===== config.mk =====
export PLATFORM = sky130hd
export DESIGN_NAME = page_replacement_fifo_lru
export DESIGN_NICKNAME = d
export VERILOG_FILES = /design/src/rtl/pfl_pkg.sv /design/src/rtl/page_replacement_fifo_lru.sv /design/src/rtl/pfl_cell.sv
export SDC_FILE = /design/constraint.sdc
export NUM_CORES = 1
export LEC_CHECK = 0
export BUFFER_PORTS_ARGS = -buffer_cell sky130_fd_sc_hd__buf_2
export CAP_MARGIN = 30
export CORE_UTILIZATION = 40
export CTS_CLUSTER_DIAMETER = 150
export DETAILED_ROUTE_END_ITERATION = 8
export SLEW_MARGIN = 20
export SYNTH_ARGS = -nofsm -noshare
export SYNTH_HDL_FRONTEND = slang
export SYNTH_SLANG_ARGS = --single-unit

===== constraint.sdc =====
create_clock -name clk -period 4.9 [get_ports clk]
set_input_delay 0.98 -clock clk [delete_from_list [all_inputs] [get_ports clk]]
set_output_delay 0.98 -clock clk [all_outputs]
set_load 0.01 [all_outputs]

===== src/rtl/pfl_pkg.sv =====
package pfl_pkg;

	// Width of a frame number as it is reported on the result stream.
	localparam int unsigned FRAME_IDX_W = 4;
	// Width of the saturating fault counter.
	localparam int unsigned FAULT_W = 16;

	typedef logic [FRAME_IDX_W-1:0] pfl_idx_t;

	// Running search result handed from one frame cell to the next.
	typedef struct packed {
		logic     hit;
		pfl_idx_t hit_idx;
		pfl_idx_t best_idx;
	} pfl_scan_t;

	// Update command broadcast to every frame cell when a reference retires.
	typedef struct packed {
		logic     fill;
		logic     age;
		pfl_idx_t used;
	} pfl_upd_t;

	typedef enum logic {
		PFL_IDLE,
		PFL_SCAN
	} pfl_state_t;

endpackage


===== src/rtl/page_replacement_fifo_lru.sv =====
// Channel | Direction | Handshake          | Contents
// s_      | in        | s_tvalid/s_tready  | s_tdata: page_number
// m_      | out       | m_tvalid/m_tready  | m_tdata: is_hit, frame_index, fault_total
// cfg_    | in        | cfg_valid/cfg_ready| cfg_data: policy_mode
//
// A reference passes from its input transfer through the registered step of
// every frame cell into the result register. Only one reference is in the
// search at a time; the next can be taken in the cycle the result appears.
// Reset (arst_n low) empties every frame, clears the ages, the FIFO pointer,
// the fault count and the policy register, and drops m_tvalid.
// The result register frees the search for the next reference; a result only
// holds the search back when the previous one has not been taken yet.

// Page replacement over a small fully associative set of frames. Each frame
// lives in its own cell, and the cells form a chain: the running search
// result (first hit, and oldest frame so far with its age) moves one cell
// per cycle from frame 0 toward the last frame. Once it leaves the last
// cell the victim is chosen, a single update command is broadcast to all
// cells, and the result is registered for the output stream.
module page_replacement_fifo_lru import pfl_pkg::*; #(
	parameter int unsigned FRAMES    = 4,
	parameter int unsigned PAGE_BITS = 20,
	parameter int unsigned AGE_BITS  = 8
) (
	input  logic                              clk,
	input  logic                              arst_n,
	// Page references.
	input  logic                              s_tvalid,
	output logic                              s_tready,
	// page_number in the low PAGE_BITS bits, zero filled to whole bytes.
	input  logic [((PAGE_BITS+7)/8)*8-1:0]    s_tdata,
	// Results.
	output logic                              m_tvalid,
	input  logic                              m_tready,
	// From bit 0 up: is_hit (1), frame_index (4), fault_total (16), zero fill.
	output logic [23:0]                       m_tdata,
	// Policy register: 0 selects FIFO, 1 selects LRU.
	input  logic                              cfg_valid,
	output logic                              cfg_ready,
	input  logic                              cfg_data
);

	localparam int unsigned IDX_W = $clog2(FRAMES);
	localparam int unsigned CNT_W = $clog2(FRAMES + 1);
	localparam logic [FAULT_W-1:0] FAULT_MAX = {FAULT_W{1'b1}};

	pfl_state_t state_q, state_d;

	logic [PAGE_BITS-1:0] page_q;
	logic [CNT_W-1:0]     cnt_q;
	logic                 mode_q;
	logic [IDX_W-1:0]     ptr_q;
	logic [FAULT_W-1:0]   faults_q;
	logic                 m_tvalid_q;
	logic                 hit_q;
	pfl_idx_t             idx_q;
	logic [FAULT_W-1:0]   total_q;

	logic                 accept;
	logic                 finish;
	pfl_scan_t            res;
	pfl_idx_t             victim;
	logic [FAULT_W-1:0]   faults_d;
	pfl_upd_t             upd;

	pfl_scan_t            chain     [FRAMES+1];
	logic [AGE_BITS-1:0]  age_chain [FRAMES+1];

	// The search starts with no hit and frame 0 at age zero as the oldest.
	assign chain[0]     = '0;
	assign age_chain[0] = '0;

	for (genvar k = 0; k < FRAMES; k++) begin : g_cell
		pfl_cell #(
			.INDEX     (k),
			.PAGE_BITS (PAGE_BITS),
			.AGE_BITS  (AGE_BITS)
		) u_cell (
			.clk       (clk),
			.arst_n    (arst_n),
			.page      (page_q),
			.upd       (upd),
			.chain_in  (chain[k]),
			.age_in    (age_chain[k]),
			.chain_out (chain[k+1]),
			.age_out   (age_chain[k+1])
		);
	end

	assign res = chain[FRAMES];

	// Next state.
	always_comb begin
		state_d = state_q;
		unique case (state_q)
			PFL_IDLE: begin
				if (s_tvalid) begin
					state_d = PFL_SCAN;
				end
			end
			PFL_SCAN: begin
				if (finish) begin
					state_d = PFL_IDLE;
				end
			end
			default: state_d = PFL_IDLE;
		endcase
	end

	// State outputs. The search result is complete once the counter reaches
	// FRAMES; it waits there while the result register is still full.
	always_comb begin
		s_tready = 1'b0;
		finish   = 1'b0;
		unique case (state_q)
			PFL_IDLE: begin
				s_tready = 1'b1;
			end
			PFL_SCAN: begin
				finish = (cnt_q == CNT_W'(FRAMES)) && (!m_tvalid_q || m_tready);
			end
			default: begin
				s_tready = 1'b0;
			end
		endcase
	end

	assign accept = s_tvalid && s_tready;

	// A hit keeps its frame; a fault takes the FIFO pointer or the oldest frame.
	always_comb begin
		if (res.hit) begin
			victim = res.hit_idx;
		end else if (mode_q) begin
			victim = res.best_idx;
		end else begin
			victim = FRAME_IDX_W'(ptr_q);
		end
	end

	always_comb begin
		faults_d = faults_q;
		if (!res.hit && faults_q != FAULT_MAX) begin
			faults_d = faults_q + 1'b1;
		end
	end

	assign upd.fill = finish && !res.hit;
	assign upd.age  = finish && mode_q;
	assign upd.used = victim;

	always_ff @(posedge clk or negedge arst_n) begin
		if (!arst_n) begin
			state_q    <= PFL_IDLE;
			cnt_q      <= '0;
			mode_q     <= 1'b0;
			ptr_q      <= '0;
			faults_q   <= '0;
			m_tvalid_q <= 1'b0;
		end else begin
			state_q <= state_d;
			if (cfg_valid && cfg_ready) begin
				mode_q <= cfg_data;
			end
			if (accept) begin
				cnt_q <= '0;
			end else if (state_q == PFL_SCAN && cnt_q != CNT_W'(FRAMES)) begin
				cnt_q <= cnt_q + 1'b1;
			end
			if (finish) begin
				faults_q <= faults_d;
				if (!res.hit && !mode_q) begin
					ptr_q <= (ptr_q == IDX_W'(FRAMES - 1)) ? '0 : ptr_q + 1'b1;
				end
			end
			if (finish) begin
				m_tvalid_q <= 1'b1;
			end else if (m_tready) begin
				m_tvalid_q <= 1'b0;
			end
		end
	end

	always_ff @(posedge clk) begin
		if (accept) begin
			page_q <= s_tdata[PAGE_BITS-1:0];
		end
		if (finish) begin
			hit_q   <= res.hit;
			idx_q   <= victim;
			total_q <= faults_d;
		end
	end

	assign cfg_ready = 1'b1;
	assign m_tvalid  = m_tvalid_q;
	assign m_tdata   = {3'b000, total_q, idx_q, hit_q};

endmodule


===== src/rtl/pfl_cell.sv =====
// One frame of the replacement set: its page, valid bit and age, plus one
// registered step of the hit and oldest-frame search.
module pfl_cell import pfl_pkg::*; #(
	parameter int unsigned INDEX     = 0,
	parameter int unsigned PAGE_BITS = 20,
	parameter int unsigned AGE_BITS  = 8
) (
	input  logic                 clk,
	input  logic                 arst_n,
	input  logic [PAGE_BITS-1:0] page,
	input  pfl_upd_t             upd,
	input  pfl_scan_t            chain_in,
	input  logic [AGE_BITS-1:0]  age_in,
	output pfl_scan_t            chain_out,
	output logic [AGE_BITS-1:0]  age_out
);

	localparam pfl_idx_t            MY_IDX  = FRAME_IDX_W'(INDEX);
	localparam logic [AGE_BITS-1:0] AGE_MAX = {AGE_BITS{1'b1}};

	logic [PAGE_BITS-1:0] page_q;
	logic                 valid_q;
	logic [AGE_BITS-1:0]  age_q;
	pfl_scan_t            scan_q;
	logic [AGE_BITS-1:0]  best_age_q;
	pfl_scan_t            scan_d;
	logic [AGE_BITS-1:0]  best_age_d;
	logic                 match;

	assign match = valid_q && (page_q == page);

	always_comb begin
		scan_d     = chain_in;
		best_age_d = age_in;
		if (!chain_in.hit && match) begin
			scan_d.hit     = 1'b1;
			scan_d.hit_idx = MY_IDX;
		end
		// Strictly greater, so an equal age further down keeps the lower index.
		if (age_q > age_in) begin
			scan_d.best_idx = MY_IDX;
			best_age_d      = age_q;
		end
	end

	always_ff @(posedge clk or negedge arst_n) begin
		if (!arst_n) begin
			scan_q     <= '0;
			best_age_q <= '0;
		end else begin
			scan_q     <= scan_d;
			best_age_q <= best_age_d;
		end
	end

	always_ff @(posedge clk or negedge arst_n) begin
		if (!arst_n) begin
			valid_q <= 1'b0;
			age_q   <= '0;
		end else begin
			if (upd.fill && upd.used == MY_IDX) begin
				valid_q <= 1'b1;
			end
			if (upd.age) begin
				if (upd.used == MY_IDX) begin
					age_q <= '0;
				end else if (age_q != AGE_MAX) begin
					age_q <= age_q + 1'b1;
				end
			end
		end
	end

	always_ff @(posedge clk) begin
		if (upd.fill && upd.used == MY_IDX) begin
			page_q <= page;
		end
	end

	assign chain_out = scan_q;
	assign age_out   = best_age_q;

endmodule


=== After elaboration in Yosys (flattened, before gate mapping) ===
Index checks and enable logic that the tools add are counted.

* Register bits: 230
* Output and inout port bits: 27
* Input port bits: 30
* Logic and storage cells: 131

* Reduce and logical (&&, ||, !) cells: 37
* Eq/ne operators: 15
* Bitwise logic cells: 1
* Muxes and demuxes: 31
* Add/subtract/negate cells: 7
* Magnitude comparators: 4

{| class="wikitable"
|+ Operators by type and width
! kind !! number
|-
| $mux W8 || 11
|-
| $eq A20 B20 Y1 || 4
|-
| $add A8 B1 Y8 const B || 4
|-
| $ne A8 B8 Y1 const B || 4
|-
| $gt A8 B8 Y1 || 3
|-
| $mux W5 || 4
|-
| $logic_and A1 B1 Y1 || 18
|-
| $add A16 B1 Y16 const B || 1
|-
| $mux W16 || 1
|-
| $ne A16 B16 Y1 const B || 1
|-
| $reduce_bool A2 Y1 || 6
|-
| $reduce_and A2 Y1 || 5
|-
| $eq A4 B2 Y1 const B || 2
|-
| $gt A8 B1 Y1 const B || 1
|-
| $mux W2 || 4
|-
| $mux W1 || 7
|-
| $logic_not A1 Y1 || 6
|-
| $mux W3 || 2
|-
| $eq A4 B1 Y1 const B || 1
|-
| $logic_not A4 Y1 || 1
|-
| $mux W4 || 1
|-
| $add A3 B1 Y3 const B || 1
|-
| $eq A3 B3 Y1 const B || 1
|-
| $ne A3 B3 Y1 const B || 1
|-
| other kinds (5) || 5
|}

=== Longest topological paths before layout ===
Gate-level depths: netlist (run 1).

* Word-level depth: 6
* Gate-level depth with buffers: 9
* Gate-level depth less buffers: 8

=== By module ===
Synthesis (run 1) repeated with hierarchy kept, for this count alone.

* Cell total of the unflattened synthesis: 993
* Area, all modules: 12045.3 um^2

{| class="wikitable"
|+ By module, submodules not included
! module !! seq. area each (um^2) !! times used !! area each (um^2) !! cells an instance
|-
| pfl_cell (g_cell[1].u_cell ...) || 1251.2 || 2 || 2303.5 || 196
|-
| page_replacement_fifo_lru || 1831.8 || 1 || 2852.7 || 213
|-
| pfl_cell (g_cell[0].u_cell) || 1251.2 || 1 || 2306.0 || 195
|-
| pfl_cell (g_cell[3].u_cell) || 1251.2 || 1 || 2279.7 || 193
|}

=== Worst setup path after synthesis (run 1) ===
OpenSTA, ideal clock, no wires.

* Path kind: input -> register
* From: in m_tready
* To: reg g_cell[2].u_cell.page_q[0], enable pin
* Buffers on the path: 1
* Cell stages on the path: 4
* Setup slack: 1.662 ns
* Required time: 4.476 ns
* Arrival: 2.815 ns
* Setup time: 0.424 ns
* Cells stage by stage: nand2b_1 nand2b_1 buf_2 nor3_1

* Word-level cells in the longest chain between the ends: 5

{| class="wikitable"
|+ RTL lines
! element !! line !! RTL
|-
| start, declared || page_replacement_fifo_lru.sv:34 || <nowiki>input logic m_tready,</nowiki>
|-
| $logic_or A1 B1 Y1 || page_replacement_fifo_lru.sv:120 || <nowiki>finish = (cnt_q == CNT_W'(FRAMES)) && (!m_tvalid_q || m_tready);</nowiki>
|-
| $logic_and A1 B1 Y1 || page_replacement_fifo_lru.sv:120 ||
|-
| $mux W1 || page_replacement_fifo_lru.sv:115 || <nowiki>unique case (state_q)</nowiki>
|-
| $logic_and A1 B1 Y1 || page_replacement_fifo_lru.sv:148 || <nowiki>assign upd.fill = finish && !res.hit;</nowiki>
|-
| $logic_and A1 B1 Y1 || pfl_cell.sv:75 || <nowiki>if (upd.fill && upd.used == MY_IDX) begin</nowiki>
|-
| end signal, assigned || pfl_cell.sv:76 || <nowiki>page_q <= page;</nowiki>
|-
| end, declared || pfl_cell.sv:21 || <nowiki>logic [PAGE_BITS-1:0] page_q;</nowiki>
|}

No other way between the ends.
A chain may end at the register's enable or synchronous reset.

=== Final worst setup path (run 1) ===
* From: reg g_cell[3].u_cell.scan_q, in the netlist g_cell[3].u_cell.chain_out[8]
* To: reg g_cell[1].u_cell.valid_q

* Word-level cells in the longest chain between the ends: 3
* Elaborated cells on any way between the ends: 5
* Those cells by class: 1 x eq/ne; 1 x mux; 3 x reduce/logical

{| class="wikitable"
|+ RTL lines
! element !! line !! RTL
|-
| start, declared || pfl_cell.sv:24 || <nowiki>pfl_scan_t scan_q;</nowiki>
|-
| start signal, assigned || pfl_cell.sv:51 || <nowiki>scan_q <= scan_d;</nowiki>
|-
| $mux W4 / $logic_not A1 Y1 (equally long branches) || page_replacement_fifo_lru.sv:132, page_replacement_fifo_lru.sv:148 ||
|-
| $eq A4 B1 Y1 / $logic_and A1 B1 Y1 (equally long branches) || pfl_cell.sv:61, page_replacement_fifo_lru.sv:148 ||
|-
| $logic_and A1 B1 Y1 (*) || pfl_cell.sv:61 || <nowiki>if (upd.fill && upd.used == MY_IDX) begin</nowiki>
|-
| end signal, assigned || pfl_cell.sv:58 || <nowiki>valid_q <= 1'b0;</nowiki>
|-
| end signal, assigned || pfl_cell.sv:62 || <nowiki>valid_q <= 1'b1;</nowiki>
|-
| end, declared || pfl_cell.sv:22 || <nowiki>logic valid_q;</nowiki>
|}

Mark *: on every way between the ends. The rest lies on a longest branch, timed or not.

==> results of run 1 <==
[per-layer routing]
| layer | GRT usage, % | share of wire (%) |
|---|---|---|
| met2 | 24.9 | 48 |
| met1 | 19.8 | 47 |
| met5 | 0 | 0 |
| met4 | 3.46 | 2.0 |
| met3 | 2.21 | 3.6 |
[critical path, cell delays in order (launching register included)]
cell,delay [ns]
dfrtp_1,0.71
o31ai_2,0.94
inv_2,0.33
nand2_1,0.28
nor3_2,0.06
buf_4,0.26
or2_2,0.30
[final cells by class]
cell class              count  area, um^2
flip-flops and latches    217        6030
clock inverters            12         124
inverters                  42         158
well taps                 324         405
repair buffers             52         298
clock buffers              32         683
multi-input cells         502        3620
fillers                  2225       13100
[where the power goes]
group / internal [uW] / switching [uW]
Sequential: 2290 / 282
Clock: 1090 / 706
Combinational: 562 / 757
[logic make-up (layout without fill, tap and decap cells)]
group	Yosys count	after routing	share of synthesized area [%]
AO/OA/AOI/OAI	118	118	7.60
XOR/XNOR	110	110	9.67
adder cells (fa/ha/maj)	33	33	4.14
buffers and inverters	78	138	3.50
flip-flops	217	217	60.5
multiplexers	22	22	2.45
other	2	6	0.0754
AND/OR/NAND/NOR	213	213	12.1
[Yosys cell counts (all sizes together) (3+ instances only)]
cell type	count	area (um^2)
xnor2	72	631
a32oi	3	26.3
nor2	28	105
or2	8	50.1
a21boi	3	22.5
nand4	31	200
ha	33	413
nor2b	7	46.3
and3	6	37.5
nand3	26	150
o21ai	45	244
nor4	16	115
inv	42	158
a32o	3	30.0
a21oi	28	140
o211ai	4	30.0
buf	21	134
edfxtp	119	3570
xor2	38	333
dfrtp	98	2450
clkbuf	15	57.6
o31ai	10	80.1
o21a	3	22.5
o41ai	6	52.6
o22ai	4	37.5
nor3	12	91.3
nand2	49	184
mux2	19	214
mux2i	3	30.0
nand2b	14	87.6
or4	6	52.6
[worst max-delay path by stage]
stage                             startpoint                          to  slack [ns]  cells past startpoint
3_5_place_dp   g_cell[3].u_cell.chain_out[8]    g_cell[1].u_cell.valid_q        1.91                      6
5_1_grt        g_cell[3].u_cell.chain_out[8]    g_cell[1].u_cell.valid_q        1.67                      6
6_report       g_cell[3].u_cell.chain_out[8]    g_cell[1].u_cell.valid_q        1.90                      6
3_3_place_gp   g_cell[3].u_cell.chain_out[8]    g_cell[1].u_cell.valid_q        1.93                      6
2_1_floorplan                       m_tready  g_cell[2].u_cell.page_q[0]        1.66                      4
4_1_cts        g_cell[3].u_cell.chain_out[8]    g_cell[1].u_cell.valid_q        1.91                      6
[registers in the layout, summed over array words and instances (netlist names), 2 cells and up]
| signal | count |
|---|---|
| cnt_q | 3 |
| faults_q | 16 |
| g_cell.u_cell.age_out | 24 |
| g_cell.u_cell.age_q | 32 |
| g_cell.u_cell.chain_out | 14 |
| g_cell.u_cell.page_q | 80 |
| g_cell.u_cell.valid_q | 4 |
| idx_q | 2 |
| page_q | 20 |
| ptr_q | 2 |
| total_q | 16 |
[stage by stage]
stage          hold slack, ns  area, um^2  utilization (%)  worst slack (ns)
2_1_floorplan           0.394        9980                -              1.66
3_3_place_gp            0.403       10500             43.0              1.93
3_5_place_dp            0.400       10500             43.0              1.91
4_1_cts                 0.417       11300             46.3              1.91
5_1_grt                 0.348       11300             46.4              1.67
6_report                0.341       11300             46.4              1.90
==> impl_metrics.yaml, run 1 <==
floorplan:
  rows: 57
  floorplan.die_area_um2: 25500
  floorplan.die.width_um: 160
  core_area_um2: 24400
  start_util_pct: 40.8
  design.portCount: 57
  floorplan.die.height_um: 160
final_layout:
  insertedDiodeCount: 0
  layout-area-overhead-vs-synth_pct: 13.6
  most-common-layout-cells: "edfxtp_1, dfrtp_1, xnor2_1, nand2_1, buf_2"
  final-instance-count-excl-fill: 1181
  mostFrequentLayoutCell: "edfxtp_1"
  final_nets: 902
  layout-drive-gt1-share_pct: 16.6
critical_path:
  arrival_ns: 3.39
  cp-start-kind: "flop"
  r2r_cells: 6
  worst-setup-path-type: "flop to flop"
  worst-r2r-setup-slack_ns: 1.90
  ff_to_ff_end: "g_cell[1].u_cell.valid_q"
  worst_setup_path_end_kind: "flop"
  timing.critical_path.required_ns: 5.29
  critical_path.max_fanout: 24
  timing.rr.start: "g_cell[3].u_cell.chain_out[8]"
clock_tree:
  clock_latency_ns: 0.51
  cts_tree: "yes"
  ctsHtreeMaxLevel: 1
  cts-buffers-inserted: 24
  cts.reportedPaths.clkPinSlew_ns: 0.06
  clockBufferDepth: 3
  post_cts_resize_count: 0
  cts_sinks: 217
  postCtsHoldBufs: 0
  cts_post_setup_buffers_inserted: 0
  cts.root.buffer_cell: "clkbuf_16"
synth:
  synthArstFlopShare_pct: 45.2
  netlist_area_um2: 9960
  post_synth_inst_count: 793
  synth.lib_cells_used.distinct: 63
  synth_edf_count: 119
  synth_sequential_area_ratio_pct: 60.5
  ys_seq_elements: 217
  avgSynthCellArea_um2: 12.6
  synth.yosys.warnings: 0
  synthFlopType: "edfxtp_1"
pwr:
  finalPower_uw: 5690
  p_leak_uw: 0.00430
  power_per_cell_area_nw_per_um2: 503
  peakVddDrop_mv: 0.320
placement:
  portBuffers: 46
  place.gp.congestion: 0.795
  dp.final_hpwl_um: 12300
  dp.cells: 1136
route:
  post_drt_wl_per_cell_um: 15.4
  via_count: 5939
  drt_first_pass_iters: 4
  drt_first_iter_violations: 339
  drt_wl_total_um: 18200
  drc_violations_left: 0
  antenna_left: 0
  viasPerCell: 5.03
sta:
  worst_pin_slew_ns: 0.933
  fmaxAchievable_mhz: 333
  hold_violations: 0
  fin_skew_ns: 0.00800
  timing_max_transition_violations_final: 0
  timing.final.crit_share_pct: 61.2
  setup-violations-final: 0
  rsz_0062_raised_after_global_routing: "false"
  tns_ns: 0
  finalCriticalPeriod_ns: 3.00
  slew_headroom_pct: 37.5
run:
  timing.max_cap.violations: 0
grt:
  antenna_violations_before_repair: 0
  via_count_of_the_first_global_routing_pass: 5923
  grt_pass1_wl_um: 30500
  grt_overflow_total: 0
  grt_max_degree: 70
  grt_usage_pct: 14.6
outcome:
  outcome: "finished, final reports clean"
worst_hold_path:
  min-delay-path-class: "primary input to async pin"
(Power assumes the default switching activity.)
==> inputs of run 2 (changes only) <==
- clock period: 4.9 -> 2.52 ns (I/O delays scaled with it)
==> run 2 against run 1 <==
Against the previous run: final cell count grew 1.4%; non-clock buffer count grew 18; count of clock-buffer cells in the layout shrank 5; setup slack lost 1.7 ns; die area is the same; clock power grew 98%; cell area grew 1.6%; clock skew grew 0.0080 ns; via count grew 1.2%; wire length shrank 0.35%; critical endpoint is now g_cell[3].u_cell.page_q[6]; largest power group unchanged; highest routed layer unchanged.
==> impl_metrics.yaml, run 2 (synthesis gave the netlist of run 1 again) <==
final_layout:
  multi_input_gate_area_in_the_final_layout_um2: 3630
  registers.top_by_ff_count: "g_cell.u_cell.page_q"
  flip_flop_count_of_the_largest_register_after_layout: 80
  layout-area-overhead-vs-synth_pct: 15.4
  mostFrequentLayoutCell: "edfxtp_1"
  final-instance-count-excl-fill: 1197
  final_nets: 919
  fillerInstances: 2157
  post-route-util_pct: 47.1
  insertedDiodeCount: 0
  layout-drive-gt1-share_pct: 18.0
  seqCellArea_um2: 6030
  most-common-layout-cells: "edfxtp_1, dfrtp_1, xnor2_1, nand2_1, buf_2"
sta:
  setup-violations-final: 0
  rsz_0062_raised_after_global_routing: "false"
  timing.final.ws_setup_ns: 0.215
  fin_skew_ns: 0.0160
  timing.final.crit_share_pct: 91.5
  slew_headroom_pct: 49.8
  finalCriticalPeriod_ns: 2.31
  worst_pin_slew_ns: 0.747
  hold_violations: 0
  fmaxAchievable_mhz: 434
  timing_max_transition_violations_final: 0
pwr:
  cell_internal_pwr_uw: 7850
  peakVddDrop_mv: 0.582
  sw_frac_of_total_pct: 30.3
  switching_power_uw: 3410
  p_clk_share_pct: 31.6
  seq_power_share_pct: 44.3
  power_per_cell_area_nw_per_um2: 979
  p_comb_share_pct: 24.1
  p_leak_uw: 0.00439
grt:
  grt_max_degree: 43
  grt_usage_pct: 14.5
  grt_overflow_total: 0
  antenna_violations_before_repair: 0
  grt_pass1_wl_um: 30000
  via_count_of_the_first_global_routing_pass: 5921
critical_path:
  cp-start-kind: "flop"
  timing.rr.start: "mode_q"
  worst-setup-path-type: "flop to flop"
  crit_slowest_cell: "dfrtp_1"
  critical_path.max_fanout: 21
  crit_path_cell_trace: "and2_1, o31ai_2, buf_4, inv_2, nand2_1, nor3_2, buf_12"
  worst-r2r-setup-slack_ns: 0.21
  crit_end: "g_cell[3].u_cell.page_q[6]"
  timing.critical_path.required_ns: 2.74
  ff_to_ff_end: "g_cell[3].u_cell.page_q[6]"
  largest_incremental_delay_on_the_critical_path_ns: 0.51
  arrival_ns: 2.52
  critical_path_launch_point: "mode_q"
  r2r_cells: 7
  worst_setup_path_end_kind: "flop"
outcome:
  outcome: "finished, final reports clean"
clock_tree:
  cts_tree: "yes"
  clockBufferDepth: 3
  cts.reportedPaths.clkPinSlew_ns: 0.06
  ctsHtreeMaxLevel: 1
  cts_sinks: 217
  cts-buffers-inserted: 23
  clock_latency_ns: 0.52
  cts.root.buffer_cell: "clkbuf_16"
floorplan:
  start_util_pct: 40.8
  floorplan.die.height_um: 160
  floorplan.die_area_um2: 25500
  core_area_um2: 24400
  rows: 57
  floorplan.die.width_um: 160
  design.portCount: 57
placement:
  preCtsSetupSlack_ns: 0.251
  place.gp.congestion: 0.797
  portBuffers: 46
  dp.cells: 1154
  dp.final_hpwl_um: 12500
route:
  drc_violations_left: 0
  antenna_left: 0
  drt_first_pass_iters: 4
  drt_wl_total_um: 18100
  via_count: 6010
  post_drt_wl_per_cell_um: 15.2
  viasPerCell: 5.02
  drt_first_iter_violations: 352
worst_hold_path:
  min-delay-path-class: "primary input to flop"
  hold_start: "s_tdata[17]"
run:
  timing.max_cap.violations: 0
run 2: per-stage QoR:
step	setup TNS [ns]	cell area, um^2	hold WS [ns]	total power (uW)
finish	0	11500	0.159	11300
global route	0	11500	0.142	11900
CTS	0	11500	0.143	11400
detailed placement	0	10700	0.413	7800
global placement	0	10700	0.408	7760
floorplan	-30.34	9980	0.208	6930
run 2: power by group through the flow:
stage	clock (uW)	sequential, uW	combinational [uW]
floorplan	0	4920	2010
global placement	0	5040	2720
detailed placement	0	5050	2750
CTS	3640	4990	2760
global route	3770	5080	3060
finish	3560	4990	2710
run 2: layer usage:
layer / part of all wire (%) / GRT usage [%] / wire [um]
met5: 0 / 0 / 0
met2: 47 / 24.6 / 8540
met1: 48 / 19.6 / 8720
met4: 2.0 / 3.98 / 367
met3: 2.8 / 2.08 / 512
run 2: repair_timing:
item / CTS / global route
endpoints found under the setup margin: 0 / 0
setup buffers: 0 / 0
hold buffers: 1 / 0
hold endpoints to repair: 38 / 0
resized for setup: 0 / 0
run 2: critical path: cells and delay by family, from the launching register on:
kind / cells / cell delay, ns
AOI/OAI and AO/OA: 1 / 0.07
and+or+nand+nor: 3 / 0.75
buffers and inverters: 3 / 0.66
DFF: 1 / 0.51
run 2: area by class of cell:
cell class | instances | share of cell area [%]
Tap cell | 324 | 3.53
Sequential cell | 217 | 52.4
Inverter | 42 | 1.37
Timing Repair Buffer | 70 | 4.16
Clock inverter | 15 | 1.82
Multi-Input combinational cell | 502 | 31.6
Clock buffer | 27 | 5.14
run 2: how the worst min path moves through the flow:
stage | slack [ns] | to | depth (start not counted)
finish | 0.16 | page_q[17] | 1
global placement | 0.41 | g_cell[1].u_cell.chain_out[4] | 1
CTS | 0.14 | page_q[17] | 1
detailed placement | 0.41 | g_cell[1].u_cell.chain_out[4] | 1
global route | 0.14 | page_q[18] | 1
floorplan | 0.21 | cnt_q[0] | 0
==> inputs of run 3 (changes only) <==
- CORE_MARGIN: default -> 2
- SYNTH_HIERARCHICAL: default -> 1
==> run 3 against run 2 <==
Against the previous run: the flow now finishes with violations (hold timing); hold slack lost 0.16 ns; sequential share of layout area down 3.2 points; global-route usage about the same; non-clock buffer count up 10; critical path type unchanged; largest cell class unchanged; largest power group unchanged.
==> impl_metrics.yaml, run 3 <==
outcome:
  outcome: "finished with violations"
  failed_checks: "hold timing"
critical_path:
  worst-setup-path-type: "flop to flop"
  crit_slowest_cell: "dfrtp_1"
  crit_path_cell_trace: "inv_1, ha_1, nand3_1, or2_4, inv_4, and2_2, buf_12, buf_4, nand2_1, a21o_1"
  arrival_ns: 2.66
  largest_incremental_delay_on_the_critical_path_ns: 0.41
  timing.critical_path.required_ns: 2.93
  critical_path.max_fanout: 30
  cp-start-kind: "flop"
  critPathBufInv: 4
  path_delay_family: "simple AND/OR/NAND/NOR gates"
  worst_setup_path_end_kind: "flop"
synth:
  synth.yosys.warnings: 6
  avgSynthCellArea_um2: 12.2
  netlist_area_um2: 11600
  post_synth_inst_count: 951
floorplan:
  design.portCount: 57
  floorplan.die_area_um2: 30400
  core_area_um2: 28600
  rows: 62
  floorplan.die.height_um: 174
  start_util_pct: 40.6
  floorplan.die.width_um: 174
placement:
  place.gp.congestion: 0.826
  detailed_place.area_um2: 12600
  portBuffers: 48
  dp.final_hpwl_um: 15400
sta:
  fin_worst_hold_slack_ns: -0.00445
  tns_ns: 0
  timing_max_transition_violations_final: 0
  worst_pin_slew_ns: 0.671
  fmaxAchievable_mhz: 443
  hold_violations: 4
  finalCriticalPeriod_ns: 2.26
  slew_headroom_pct: 54.9
  setup-violations-final: 0
  fin_skew_ns: 0.0109
  timing.final.crit_share_pct: 89.5
  rsz_0062_raised_after_global_routing: "false"
pwr:
  power_per_cell_area_nw_per_um2: 837
  peakVddDrop_mv: 0.587
  p_leak_uw: 0.00533
route:
  drt_first_pass_iters: 6
  viasPerCell: 4.99
  via_count: 7332
  drt_wl_total_um: 21900
  drc_violations_left: 0
  antenna_left: 0
  post_drt_wl_per_cell_um: 14.9
  drt_first_iter_violations: 508
clock_tree:
  ctsHtreeMaxLevel: 1
  clockBufferDepth: 3
  clock_latency_ns: 0.52
  cts.reportedPaths.clkPinSlew_ns: 0.06
  cts.root.buffer_cell: "clkbuf_16"
  cts_sinks: 241
  cts_post_setup_buffers_inserted: 0
  cts_tree: "yes"
  cts-buffers-inserted: 27
final_layout:
  registers.top_by_ff_count: "g_cell.u_cell/page_q"
  mostFrequentLayoutCell: "edfxtp_1"
  layout-drive-gt1-share_pct: 17.2
  insertedDiodeCount: 0
  post-route-util_pct: 47.1
  layout-area-overhead-vs-synth_pct: 16.2
  final_design_area_no_fill_um2: 13500
  final_nets: 1135
  most-common-layout-cells: "edfxtp_1, dfrtp_1, xnor2_1, nand2_1, nor2_1"
  flip_flop_count_of_the_largest_register_after_layout: 80
run:
  timing.max_cap.violations: 0
grt:
  grt_overflow_total: 0
  grt_max_degree: 45
  antenna_violations_before_repair: 0
  grt_usage_pct: 14.6
  via_count_of_the_first_global_routing_pass: 7162
  grt_pass1_wl_um: 36500
worst_hold_path:
  min-delay-path-class: "primary input to async pin"
==> run 3: layer usage <==
metal	wire length (um)	track usage, %
met5	0	0
met2	10400	24.6
met4	476	3.68
met3	748	1.97
met1	10300	19.9
==> run 3: path summary, 6_finish.rpt <==
path	startpoint	endpoint	slack [ns]	cells after the start
max	cnt_q[0]	g_cell[0].u_cell/age_q[4]	0.26	10
min	arst_n	g_cell[0].u_cell/age_q[2]	-0.004	1
max reg2reg	cnt_q[0]	g_cell[0].u_cell/age_q[4]	0.26	10
min reg2reg	g_cell[2].u_cell/chain_out[0]	g_cell[3].u_cell/chain_out[0]	0.43	1
max in group asynchronous	arst_n	cnt_q[2]	1.89	2
min in group clk	s_tdata[16]	page_q[16]	0.16	1
==> run 3: final cells by class <==
class                   count  area (um^2)
clock buffers              31          701
clock inverters            18          220
fillers                  2572        15100
inverters                  40          153
multi-input cells         675         4760
flip-flops and latches    241         6640
well taps                 384          480
repair buffers             80          546
==> run 3: per-stage QoR <==
stage	power (uW)	cells	setup slack [ns]	hold WS, ns
final	11300	1469	0.263	-0.00445
after global routing	11900	1469	0.0660	0.0290
after CTS	11400	1469	0.0650	0.00872
after detailed placement	7350	1420	0.0573	0.417
after global placement	7300	1420	0.135	0.410
after floorplan	6630	987	0.0982	0.208
==> run 3: timing repair <==
item / CTS / global route
setup endpoints to repair: 0 / 5
gates resized for setup: 0 / 3
hold buffers: 0 / 0
==> run 3: power breakdown <==
group / internal [uW] / switching [uW]
combinational: 1010 / 1240
clock: 2500 / 1520
sequential: 4640 / 388
